`src/rtl/swfd_pkg.sv`:
```
// ----------------------------------------------------------------------------
// swfd_pkg
// Shared types and constants for the sync word frame deframer.
// ----------------------------------------------------------------------------
package swfd_pkg;

  // The first three sync bytes sit in the history register, newest in the low byte.
  localparam logic [23:0] SYNC_HEAD = 24'h404D44;
  localparam logic [7:0]  SYNC_LAST = 8'h78;

  // Width of the byte position counter within a frame.
  localparam int unsigned IDX_W = 17;

  // Header byte positions, counted from the first sync byte.
  localparam logic [IDX_W-1:0] FIRST_HDR_POS = 17'd4;
  localparam logic [IDX_W-1:0] TYPE_POS      = 17'd6;
  localparam logic [IDX_W-1:0] STATUS_POS    = 17'd8;
  localparam logic [IDX_W-1:0] SEQ_POS       = 17'd10;
  localparam logic [IDX_W-1:0] SEQ_POS_HI    = 17'd11;
  localparam logic [IDX_W-1:0] LEN_POS       = 17'd14;
  localparam logic [IDX_W-1:0] LEN_POS_HI    = 17'd15;
  localparam logic [IDX_W-1:0] HDR_LEN       = 17'd16;
  localparam logic [IDX_W-1:0] FRAME_OVERHEAD = 17'd18;

  // A sync word is wholly inside the payload once its last byte is at least here.
  localparam logic [IDX_W-1:0] PAY_SYNC_MIN = 17'd19;

  // Largest position reachable: last trailer byte of a maximum length frame.
  localparam logic [IDX_W-1:0] MAX_POS = 17'd65552;

  localparam logic [7:0] TYPE_ACK  = 8'h02;
  localparam logic [7:0] STATUS_OK = 8'h00;

  // One completed frame record.
  typedef struct packed {
    logic [15:0] seq_number;
    logic [15:0] payload_length;
    logic [7:0]  frame_type;
    logic [7:0]  status_byte;
    logic        ack_ok;
  } swfd_record_t;

endpackage

```
`src/rtl/swfd_sync_det.sv`:
```
// ----------------------------------------------------------------------------
// swfd_sync_det
// Sliding three-byte history and sync word match on the incoming byte.
// ----------------------------------------------------------------------------
module swfd_sync_det
  import swfd_pkg::*;
(
  input  logic       clk,
  input  logic       rst,
  input  logic       beat,
  input  logic [7:0] rx_byte,
  input  logic       clear,
  output logic       sync
);

  logic [23:0] recent_bytes;

  // The sync word completes when the history holds the head and this byte is the tail.
  assign sync = (recent_bytes == SYNC_HEAD) && (rx_byte == SYNC_LAST);

  // Shift in every accepted byte; the end of a frame wipes the history.
  always_ff @(posedge clk) begin
    if (rst) begin
      recent_bytes <= '0;
    end else if (beat) begin
      if (clear) begin
        recent_bytes <= '0;
      end else begin
        recent_bytes <= {recent_bytes[15:0], rx_byte};
      end
    end
  end

endmodule

```
`src/rtl/swfd_hdr_parse.sv`:
```
// ----------------------------------------------------------------------------
// swfd_hdr_parse
// Frame position tracking, header field capture and frame end detection.
// ----------------------------------------------------------------------------
module swfd_hdr_parse
  import swfd_pkg::*;
(
  input  logic         clk,
  input  logic         rst,
  input  logic         cfg_write,
  input  logic         cfg_data,
  input  logic         beat,
  input  logic [7:0]   rx_byte,
  input  logic         sync,
  output logic         emit,
  output swfd_record_t record
);

  logic             length_big_endian;
  logic             in_frame;
  logic [IDX_W-1:0] byte_index;
  logic [7:0]       held_type;
  logic [7:0]       held_status;
  logic [7:0]       seq_first;
  logic [15:0]      held_sequence;
  logic [7:0]       len_first;
  logic [15:0]      held_length;
  logic [IDX_W-1:0] pay_end;
  logic [IDX_W-1:0] frame_end;

  logic [15:0]      seq_join;
  logic [15:0]      len_join;
  logic             restart;
  logic             at_len_hi;

  // Byte order of the 16-bit fields is sampled on their second byte.
  assign seq_join = length_big_endian ? {seq_first, rx_byte} : {rx_byte, seq_first};
  assign len_join = length_big_endian ? {len_first, rx_byte} : {rx_byte, len_first};

  // A sync word lying wholly inside the payload drops the frame.
  assign restart = in_frame && sync && (byte_index >= PAY_SYNC_MIN) && (byte_index < pay_end);

  // The last trailer byte closes the frame.
  assign emit = in_frame && (byte_index >= HDR_LEN) && (byte_index == frame_end);

  assign at_len_hi = in_frame && (byte_index == LEN_POS_HI);

  // Result record from the held header fields.
  always_comb begin
    record.seq_number     = held_sequence;
    record.payload_length = held_length;
    record.frame_type     = held_type;
    record.status_byte    = held_status;
    record.ack_ok         = (held_type == TYPE_ACK) && (held_status == STATUS_OK);
  end

  // Configuration register.
  always_ff @(posedge clk) begin
    if (rst) begin
      length_big_endian <= 1'b0;
    end else if (cfg_write) begin
      length_big_endian <= cfg_data;
    end
  end

  // Hunt and frame position control.
  always_ff @(posedge clk) begin
    if (rst) begin
      in_frame   <= 1'b0;
      byte_index <= '0;
    end else if (beat) begin
      priority if (!in_frame) begin
        if (sync) begin
          in_frame   <= 1'b1;
          byte_index <= FIRST_HDR_POS;
        end
      end else if (restart) begin
        byte_index <= FIRST_HDR_POS;
      end else if (emit) begin
        in_frame   <= 1'b0;
        byte_index <= '0;
      end else begin
        byte_index <= byte_index + 17'd1;
      end
    end
  end

  // Header field capture; the frame bounds follow from the length field.
  always_ff @(posedge clk) begin
    if (beat && in_frame) begin
      if (byte_index == TYPE_POS) begin
        held_type <= rx_byte;
      end
      if (byte_index == STATUS_POS) begin
        held_status <= rx_byte;
      end
      if (byte_index == SEQ_POS) begin
        seq_first <= rx_byte;
      end
      if (byte_index == SEQ_POS_HI) begin
        held_sequence <= seq_join;
      end
      if (byte_index == LEN_POS) begin
        len_first <= rx_byte;
      end
      if (at_len_hi) begin
        held_length <= len_join;
        pay_end     <= {1'b0, len_join} + HDR_LEN;
        frame_end   <= {1'b0, len_join} + FRAME_OVERHEAD - 17'd1;
      end
    end
  end

  // Hunting always keeps the position counter at zero.
  a_hunt_idle : assert property (@(posedge clk) disable iff (rst)
    !in_frame |-> byte_index == '0)
    else $error("byte position not zero while hunting");

  // Inside a frame the position stays between the first header byte and the longest frame.
  a_idx_range : assert property (@(posedge clk) disable iff (rst)
    in_frame |-> (byte_index >= FIRST_HDR_POS) && (byte_index <= MAX_POS))
    else $error("byte position out of frame range");

  // A frame record ends the frame.
  a_emit_ends : assert property (@(posedge clk) disable iff (rst)
    (beat && emit) |=> !in_frame)
    else $error("frame still open after its record");

  // A restart and a frame end never fall on the same byte.
  a_excl : assert property (@(posedge clk) disable iff (rst)
    !(restart && emit))
    else $error("restart and frame end together");

endmodule

```
`src/rtl/swfd_out_reg.sv`:
```
// ----------------------------------------------------------------------------
// swfd_out_reg
// Result register with one spare slot, so that a record waiting for the sink
// does not hold up the byte input.
// ----------------------------------------------------------------------------
module swfd_out_reg
  import swfd_pkg::*;
(
  input  logic         clk,
  input  logic         rst,
  input  logic         load,
  input  swfd_record_t record,
  output logic         space,
  output logic         out_valid,
  input  logic         out_ready,
  output swfd_record_t held
);

  logic         spare_valid;
  swfd_record_t spare;

  // A new beat may enter while the spare slot is free.
  assign space = !spare_valid;

  // Valid flags. A record that arrives while the output slot is held waits in the spare slot.
  always_ff @(posedge clk) begin
    if (rst) begin
      out_valid   <= 1'b0;
      spare_valid <= 1'b0;
    end else if (out_valid && !out_ready) begin
      if (load) begin
        spare_valid <= 1'b1;
      end
    end else begin
      out_valid   <= spare_valid || load;
      spare_valid <= 1'b0;
    end
  end

  // Payload. The spare record moves up before any new one is taken.
  always_ff @(posedge clk) begin
    if (out_valid && !out_ready) begin
      if (load) begin
        spare <= record;
      end
    end else if (spare_valid) begin
      held <= spare;
    end else if (load) begin
      held <= record;
    end
  end

  // The spare slot is only used behind a waiting output record.
  a_spare_behind : assert property (@(posedge clk) disable iff (rst)
    spare_valid |-> out_valid)
    else $error("spare record without an output record");

  // No record arrives while both slots are full.
  a_no_overrun : assert property (@(posedge clk) disable iff (rst)
    !(load && spare_valid))
    else $error("record lost on a full result buffer");

  // An output record stays until the sink takes it.
  a_out_hold : assert property (@(posedge clk) disable iff (rst)
    (out_valid && !out_ready) |=> out_valid)
    else $error("output record dropped before it was taken");

endmodule

```
`src/rtl/sync_word_frame_deframer.sv`:
```
// ----------------------------------------------------------------------------
// sync_word_frame_deframer
// Finds sync words in a byte stream, captures the frame header and emits one
// record per completed frame.
// ----------------------------------------------------------------------------
// Channel   Direction  Handshake              Beat contents
// input     in         in_valid / in_ready    rx_byte
// output    out        out_valid / out_ready  seq_number, payload_length,
//                                             frame_type, status_byte, ack_ok
// config    in         cfg_write              cfg_data (length_big_endian)
//
// One byte is taken per clock; each byte is fully handled in the cycle it is
// accepted, and a frame record is valid on the output from the cycle after the
// last trailer byte when the output register is free. A second record waits in
// a spare register behind the first; in_ready is low only while both hold a
// record, and it does not depend on out_ready in the same cycle. Synchronous
// reset clears the hunt state, the byte history and both valid flags.
// ----------------------------------------------------------------------------
module sync_word_frame_deframer
  import swfd_pkg::*;
(
  input  logic        clk,
  input  logic        rst,
  input  logic        cfg_write,
  input  logic        cfg_data,
  input  logic        in_valid,
  output logic        in_ready,
  input  logic [7:0]  rx_byte,
  output logic        out_valid,
  input  logic        out_ready,
  output logic [15:0] seq_number,
  output logic [15:0] payload_length,
  output logic [7:0]  frame_type,
  output logic [7:0]  status_byte,
  output logic        ack_ok
);

  logic         beat;
  logic         sync;
  logic         emit;
  logic         space;
  swfd_record_t record;
  swfd_record_t held;

  assign in_ready = space;
  assign beat     = in_valid && space;

  // Sync word search over the byte history.
  swfd_sync_det u_sync (
    .clk     (clk),
    .rst     (rst),
    .beat    (beat),
    .rx_byte (rx_byte),
    .clear   (emit),
    .sync    (sync)
  );

  // Frame position and header capture.
  swfd_hdr_parse u_parse (
    .clk       (clk),
    .rst       (rst),
    .cfg_write (cfg_write),
    .cfg_data  (cfg_data),
    .beat      (beat),
    .rx_byte   (rx_byte),
    .sync      (sync),
    .emit      (emit),
    .record    (record)
  );

  // Result register.
  swfd_out_reg u_out (
    .clk       (clk),
    .rst       (rst),
    .load      (beat && emit),
    .record    (record),
    .space     (space),
    .out_valid (out_valid),
    .out_ready (out_ready),
    .held      (held)
  );

  assign seq_number     = held.seq_number;
  assign payload_length = held.payload_length;
  assign frame_type     = held.frame_type;
  assign status_byte    = held.status_byte;
  assign ack_ok         = held.ack_ok;

endmodule

```
`config.mk`:
```
export PLATFORM = sky130hd
export DESIGN_NAME = sync_word_frame_deframer
export DESIGN_NICKNAME = d
export VERILOG_FILES = /design/src/rtl/swfd_pkg.sv /design/src/rtl/swfd_sync_det.sv /design/src/rtl/swfd_hdr_parse.sv /design/src/rtl/swfd_out_reg.sv /design/src/rtl/sync_word_frame_deframer.sv
export SDC_FILE = /design/constraint.sdc
export NUM_CORES = 1
export LEC_CHECK = 0
export BUFFER_PORTS_ARGS = -buffer_cell sky130_fd_sc_hd__clkbuf_2
export CAP_MARGIN = 20
export CORE_ASPECT_RATIO = 0.75
export CORE_MARGIN = 1.5
export CORE_UTILIZATION = 48
export CTS_CLUSTER_DIAMETER = 30
export DETAILED_ROUTE_END_ITERATION = 16
export GPL_ROUTABILITY_DRIVEN = 0
export PLACE_DENSITY = 0.64
export SLEW_MARGIN = 20
export SYNTH_ARGS = -nofsm -noshare
export SYNTH_HDL_FRONTEND = slang
export SYNTH_SLANG_ARGS = --single-unit
```
`constraint.sdc`:
```
create_clock -name clk -period 7.3 [get_ports clk]
set_input_delay 1.825 -clock clk [delete_from_list [all_inputs] [get_ports clk]]
set_output_delay 1.825 -clock clk [all_outputs]
set_load 0.1 [all_outputs]
```
Word level (Yosys, flattened, before mapping)
Cells that the tools add are included.
Cells by class
  add/subtract/negate cells: 4
  $lt $le $gt $ge: 3
  eq/ne operators: 10
  mux-type cells: 13
  bitwise operators: 1
  reduce and logical (&&, ||, !) cells: 28
Operators with widths (number)
  $mux 49: 2
  $eq 17x4->1 const B: 5
  $mux 17: 4
  $add 16x5->17 const B: 2
  $ge 17x5->1 const B: 2
  $mux 16: 2
  $eq 24x23->1 const B: 1
  $mux 24: 1
  $reduce_and 2->1: 9
  $add 17x1->17 const B: 1
  $eq 17x17->1: 1
  $eq 17x3->1 const B: 1
  $lt 17x17->1: 1
  $sub 17x1->17 const B: 1
  $logic_and 1x1->1: 12
  $eq 8x2->1 const B: 1
  $eq 8x7->1 const B: 1
  $logic_not 8->1: 1
  $mux 1: 4
  $reduce_bool 2->1: 2
  $logic_not 1->1: 2
  $reduce_or 2->1: 1
  $logic_or 1x1->1: 1
  $not 1->1: 1
Word-level totals
  register bits after elaboration: 241
  output and inout port bits: 51
  word-level logic and storage cells: 83

Logic depth before layout (Yosys ltp)
Gate-level depths: netlist of run 1.
  depth after elaboration: 7
  gate-level depth with buffers: 9

Modules after synthesis
Synthesis of run 1 repeated with hierarchy kept, for this count alone.
Second synthesis, totals
  cells, all modules: 778
  area, all modules: 10636.5 um^2
By module, submodules not included
  swfd_hdr_parse: instances 1, cells each 498, area an instance 5630.4 um^2
  swfd_out_reg: instances 1, cells each 163, area an instance 3865.0 um^2
  swfd_sync_det: instances 1, cells each 115, area an instance 1128.6 um^2
  sync_word_frame_deframer: instances 1, cells each 2, area an instance 12.5 um^2

Worst setup path after synthesis of run 1
OpenSTA, ideal clock, no wires.
  path kind: input port to flip-flop
  start point: input port in_valid
  end point: register u_out.spare[0] (netlist bit) (enable)
  setup time: 0.516 ns
  arrival time: 5.676 ns
  slack: 1.108 ns
  stages on the path: 3
  path buffers: 1
  cells stage by stage: nand2_1 clkbuf_1 nor3_1
Between the ends
  cells in the longest elaborated chain, start to end: 3
Ends and longest elaborated chain
  from (decl): RTL line sync_word_frame_deframer.sv:26  | input logic in_valid,
  $logic_and 1x1->1: RTL line sync_word_frame_deframer.sv:46  | assign beat = in_valid && space;
  $logic_and 1x1->1: RTL line sync_word_frame_deframer.sv:75  | .load (beat && emit),
  $reduce_and 2->1 (no source line)
  to (signal assigned): RTL line swfd_out_reg.sv:44  | spare <= record;
  to (decl): RTL line swfd_out_reg.sv:20  | swfd_record_t spare;
Every way passes these cells.
A chain may end at the register's enable or synchronous reset.

Final worst setup path of run 1
  start point: input port in_valid
  end point: register u_parse.held_length[13] (enable)
Between the ends
  cells in the longest elaborated chain, start to end: 3
Ends and longest elaborated chain
  $logic_and 1x1->1: RTL line sync_word_frame_deframer.sv:46
  $logic_and 1x1->1: RTL line swfd_hdr_parse.sv:90  | if (beat && in_frame) begin
  $reduce_and 2->1 (no source line)
  to (signal assigned): RTL line swfd_hdr_parse.sv:107  | held_length <= len_join;
  to (decl): RTL line swfd_hdr_parse.sv:27  | logic [15:0] held_length;
Every way passes these cells.

==> results.md, run 1 <==
* Largest net degree at the start of global routing at 56
* Avg Vias per Cell at 5.55
* Max-Cap Viols at 0
* Dpl hpwl at between 10 and 15 mm
* DP Worst Slack at between 2000 and 2500 ps
* CTS tree: yes
* PnR worst setup slack at 3100 ps
* Total Nets Final at about 880
* Cts hold-fix bufs at 0
* Critical-path top delay cell: and2_1
* Critical Path Start Type: primary input
* Number of global-route vias before repair at 6232
* Crit path top cell by count: and2_1
* 1st-iter DRT viols at 516
* Main flop type after synthesis: edfxtp_1
* Reg clk slew, reported paths at 60 ps
* Max-slew violation count at 0
* Yosys warnings at 0
* Clk buf depth at 3
* CP cell instances: clkbuf_2 > nor2b_1 > buf_4 > and2_1 > and2_1 > inv_1 > nor2_4 > buf_16
* Tmin final at around 4200 ps
* Reg power frac at 0.456
* Design Area, Final at 12000 um2
* Critical Path Fanout Max at 27
* Final Hold Viols at 0
* CP arrival at 4410 ps
* Internal cell power at 2.55 mW
* Clock share of power at 0.521
* Port Buffers at 64
* Post CTS Setup Buffer Count at 0
* Register area share after synthesis at 0.657
* DRT Pass-1 Iters at 5
* Fin crit share at 0.576
* Required time of the critical path at 7510 ps
* CP Class: in2reg
* Switching power at around 650 uW
* Initial antenna violation count at 0
* Core ar. at 20500 um2
* Syn Area/Cell at 13.3 um2
* Async S/R FF share, synth at 0
* Highest-count cells in the layout ignoring fill and taps: edfxtp_1, nand2_1, clkbuf_2, mux2_2, dfxtp_1
* CTS H-tree depth at 2
* EDFF count, synth at between 150 and 200
* Diodes inserted at 0
* CTS buffer count at 37
* Most common cell after layout, fill and taps aside: edfxtp_1
* Rows at 45
* FMAX at approximately 0.24 GHz
* Die Span X at 171 um
* Worst Max-Slew Pin Slew at 920 ps
* Delay of the slowest cell on the worst path at 760 ps
* Worst setup EP type: flop
* Syn-to-layout area delta at 18.0%
* DRC Markers at 0
* Placed cell area at 10800 um2
* Relative slew slack at 0.385
* Synth Net Count at 796
* Seq cells post-synth at ~240
* Largest delay share family, worst path: simple AND/OR/NAND/NOR gates
* Run status: complete, no violations
* Combinational group share of total power at 0.023
* Post-synthesis instance total at 760
* Post-CTS sizing at 0
* Unique masters post-synth at 60
* RSZ-0062 raised after global routing: no
* Routed wire per std cell at 18.9 um
* Total die area at between 20000 and 25000 um2
* CTS Root Cell: clkbuf_16
* WL final at 21.6 mm
* Final setup fails at 0
* Die Y at 129 um
* First-pass GRT wire length at between 30 and 40 mm
* CP Buf/Inv Count at 4
* Initial Utilization at 0.495
* Layout cells sized above 1 at 0.239
* Worst IR Drop VDD at 0.238 mV
* Hold Path Class: reg2reg
* Switching Fraction at 0.204
* Total GRT Usage at 0.201
* Top Ports at 65
* DRT antenna net count at 0
* Synthesized area at 10100 um2
* LEAKAGE at 4.13 nW
* Post-Route Setup TNS at 0 ps
* Power Dens Cells at between 200 and 300 nW/um2
* Clock Sinks at approximately 240
* Clk Latency, worst-skew pair at between 500 and 600 ps
* Clock skew at ~26 ps
* Vias post-DR at 6374
* Remaining global-route overflow at 0
area by class of cell:
| class | instances | area, um2 |
|---|---|---|
| Clock inverter | 19 | 190 |
| Tap cell | 282 | 353 |
| Multi-Input combinational cell | 452 | 3190 |
| Clock buffer | 46 | 1020 |
| Timing Repair Buffer | 71 | 393 |
| Inverter | 41 | 154 |
| Sequential cell | 237 | 6670 |
| Fill cell | 1641 | 8530 |
worst paths after layout:
path,start,to,slack (ps),depth (start not counted)
setup / recovery,in_valid,u_parse.held_length[13],3100,8
hold / removal,u_parse.held_sequence[9],u_out.spare[42],440,0
setup reg to reg,u_out.spare_valid,u_parse.held_length[13],3870,8
hold reg to reg,u_parse.held_sequence[9],u_out.spare[42],440,0
synth_stat cells, drive strengths merged (2+ instances only):
master   instances  area [um2]
a21oi           38         201
nor4b            5        43.8
clkbuf          12        45.0
nor2b            4        25.0
o2111ai          3        26.3
xnor2           42         368
inv             41         154
and4b            2        20.0
nor4bb           2        20.0
edfxtp         192        5770
and2             4        25.0
dfxtp           45         901
mux2i           15         150
a41oi            2        25.0
nor4            10        92.6
ha              22         275
nand4           23         150
mux2            59         664
and3             6        37.5
buf             18         109
nor2            28         105
nor3b            2        15.0
or4              4        30.0
nor3            13        65.1
o21ai           11        58.8
a211oi           6        50.1
a31oi           13        81.3
nand2          100         378
nand3           15        75.1
nand2b           3        18.8
or2              3        18.8
metal layers:
layer / global-route usage / wire length, um / vias up
met5: 0 / 0 / -
met3: 0.0421 / 1270 / 38
li1: - / - / 2999
met4: 0.0624 / 396 / 0
met1: 0.297 / 10400 / 3134
met2: 0.300 / 9560 / 203
flip-flops by register name, indices dropped and copies added, names as in the netlist, 8 cells and up:
register               count
u_parse.held_status        8
u_parse.held_type          8
u_parse.held_length       12
u_parse.frame_end         17
u_sync.recent_bytes       24
u_parse.seq_first          8
u_parse.len_first          8
u_out.spare               49
u_parse.held_sequence     16
u_out.held                49
u_parse.byte_index        17
u_parse.pay_end           17
stage by stage:
step | std cells | total power, mW | util | hold slack (ps)
floorplan | 760 | 1.53 | - | 422
global placement | 1082 | 1.56 | 0.523 | 435
detailed placement | 1083 | 1.56 | 0.525 | 434
CTS | 1148 | 3.24 | 0.584 | 443
global route | 1148 | 3.30 | 0.584 | 451
finish | 1148 | 3.20 | 0.584 | 440
cell families (layout without fill, tap and decap cells):
family	after synthesis	in the layout	synth area share
and+or+nand+nor	227	227	0.113
DFF	237	237	0.657
adders and majority gates	22	22	0.0271
muxes	74	74	0.0803
buffers and inverters	71	177	0.0304
xor gates and xnor gates	42	42	0.0363
AOI/OAI and AO/OA	87	87	0.0558
power by group through the flow:
stage | registers (mW) | logic [mW] | clock network [mW]
5_1_grt | 1.46 | 0.0799 | 1.76
6_report | 1.46 | 0.0729 | 1.67
4_1_cts | 1.46 | 0.0727 | 1.70
3_3_place_gp | 1.49 | 0.0701 | 0
2_1_floorplan | 1.49 | 0.0482 | 0
3_5_place_dp | 1.49 | 0.0724 | 0
worst reg2reg max path, cell delays in order, from the launching register on:
cell and delay [ps]:
dfxtp_2 300, buf_4 300, nor2b_1 200, buf_4 290
and2_1 760, and2_1 320, inv_1 100, nor2_4 630
buf_16 250
No activity file was read; power rests on OpenSTA's default activity.
==> run 2, diff against run 1 <==
PLACE_DENSITY = 0.67   (was 0.64)
clock period = 3.6 ns   (was 7.3 ns; I/O delays follow)
==> results.md, run 2 (synthesized netlist as in run 1, its figures left out) <==
* Run status: complete, no violations
* DP Worst Slack at 530 ps (-1680 ps)
* WL final at 22.1 mm (+2.0%)
* Most common cell after layout, fill and taps aside: edfxtp_1
* Clk buf depth at 3 (unchanged)
* Initial Utilization at 0.495 (unchanged)
* CTS H-tree depth at 2 (unchanged)
* Diodes inserted at 0 (unchanged)
* Remaining global-route overflow at 0 (unchanged)
* Die Y at 129 um (unchanged)
* Power Dens Cells at 544 nW/um2 (+100%)
* FMAX at ~0.35 GHz
* Highest-count cells in the layout ignoring fill and taps: edfxtp_1, nand2_1, clkbuf_2, mux2_2, dfxtp_1
* R2R cell count at 8 (unchanged)
* Port Buffers at 64 (unchanged)
* Syn-to-layout area delta at 18.9%
* First-pass GRT wire length at 34.8 mm (+2.7%)
* DRT Pass-1 Iters at 5 (unchanged)
* CP arrival at 3250 ps (-1160 ps)
* Beginning of the critical path: u_parse.byte_index[10]
* Worst Max-Slew Pin Slew at 835 ps (-85.6 ps)
* Critical Path Start Type: flop
* CTS tree: yes
* Post-CTS sizing at 0 (unchanged)
* Worst setup EP type: flop
* Routed wire per std cell at 19.1 um (+1.1%)
* Fin crit share at 0.788
* Total GRT Usage at 0.207 (+0.00572)
* Total die area at 22000 um2 (unchanged)
* Required time of the critical path at 4020 ps (-3490 ps)
* Cts hold-fix bufs at 0 (unchanged)
* RR Startpoint: u_parse.byte_index[10]
* Post-Route Setup TNS at 0 ps (unchanged)
* Number of global-route vias before repair at 6317 (+1.4%)
* Rows at 45 (unchanged)
* Clock Sinks at 237 (unchanged)
* Relative slew slack at 0.444 (+0.0585)
* Final setup fails at 0 (unchanged)
* LEAKAGE at 4.18 nW (+1.1%)
* Max-slew violation count at 0 (unchanged)
* Post CTS Setup Buffer Count at 0 (unchanged)
* Max-Cap Viols at 0 (unchanged)
* Avg Vias per Cell at 5.57 (+0.23%)
* Vias post-DR at 6450 (+1.2%)
* CTS buffer count at 36 (-2.7%)
* PnR worst setup slack at 764 ps (-2330 ps)
* RSZ-0062 raised after global routing: no
* Biggest regs: u_out.held x49, u_out.spare x49, u_sync.recent_bytes x24
* Dpl hpwl at 14.7 mm (+1.0%)
* Min-delay src: u_parse.held_sequence[2]
* Largest net degree at the start of global routing at 54 (-3.6%)
* Final Instance Count excl. Fillers at 1159 (+0.96%)
* DRC Markers at 0 (unchanged)
* Top Ports at 65 (unchanged)
* Final Hold Viols at 0 (unchanged)
* Reg clk slew, reported paths at 50 ps (about the same)
* Die Span X at 171 um (unchanged)
* CTS Root Cell: clkbuf_16
* Hold Crit Depth at 0 (unchanged)
* Total Nets Final at 885 (+1.0%)
* Tmin final at 2840 ps
* Core ar. at 20500 um2 (unchanged)
* DRT antenna net count at 0 (unchanged)
* Inst Count DP at 1093 (+0.92%)
* CP Class: reg2reg
* Initial antenna violation count at 0 (unchanged)
* Layout cells sized above 1 at 0.244 (+0.00498)
* Worst IR Drop VDD at 0.362 mV (+52%)
* Clock skew at 32.3 ps (+5.96 ps)
* 1st-iter DRT viols at 765 (+48%)
* Critical Path Fanout Max at 21 (-22%)
* Clk Latency, worst-skew pair at 500 ps (about the same)
* Hold Path Class: reg2reg
run 2: cell count changes in the layout (fill, tap and decap cells not counted), moves of 2 or more:
cell / before / now
clkbuf_8: 4 / 1
buf_12: 0 / 2
buf_4: 6 / 15
clkbuf_1: 4 / 7
run 2: worst paths after layout:
check / to / slack [ps]
setup / recovery: u_parse.byte_index[2] / 760
setup reg to reg: u_parse.byte_index[2] / 760
hold / removal: u_out.spare[35] / 450
hold reg to reg: u_out.spare[35] / 450
run 2: critical path: stages (launching register included):
cell     delay (ps)
dfxtp_1         550
ha_1            330
a21oi_1         170
nor3_1           70
nor4_1          600
nand4_2         350
buf_4           310
a31oi_1         180
o221a_2         210
run 2: final cells by class:
class | instances | area (um2)
clock buffers | 46 | 991
clock inverters | 20 | 225
fillers | 1593 | 8440
inverters | 41 | 154
multi-input cells | 452 | 3190
flip-flops and latches | 237 | 6670
well taps | 282 | 353
repair buffers | 81 | 473
run 2: per-stage QoR:
stage	total power [mW]	util	hold slack (ps)	instance area, um2
detailed placement	3.17	0.529	434	10800
global placement	3.16	0.529	435	10800
global route	6.74	0.588	465	12100
floorplan	3.11	-	422	10200
CTS	6.60	0.588	449	12100
finish	6.55	0.588	449	12100
run 2: layer usage:
metal / track usage / routed length [um]
met1: 0.307 / 10400
met2: 0.306 / 9640
met5: 0 / 0
met3: 0.0443 / 1620
met4: 0.0650 / 446
run 2: where the power goes:
group	switching, mW	internal, mW
logic	0.0980	0.0555
registers	0.0108	2.95
clock network	1.25	2.19
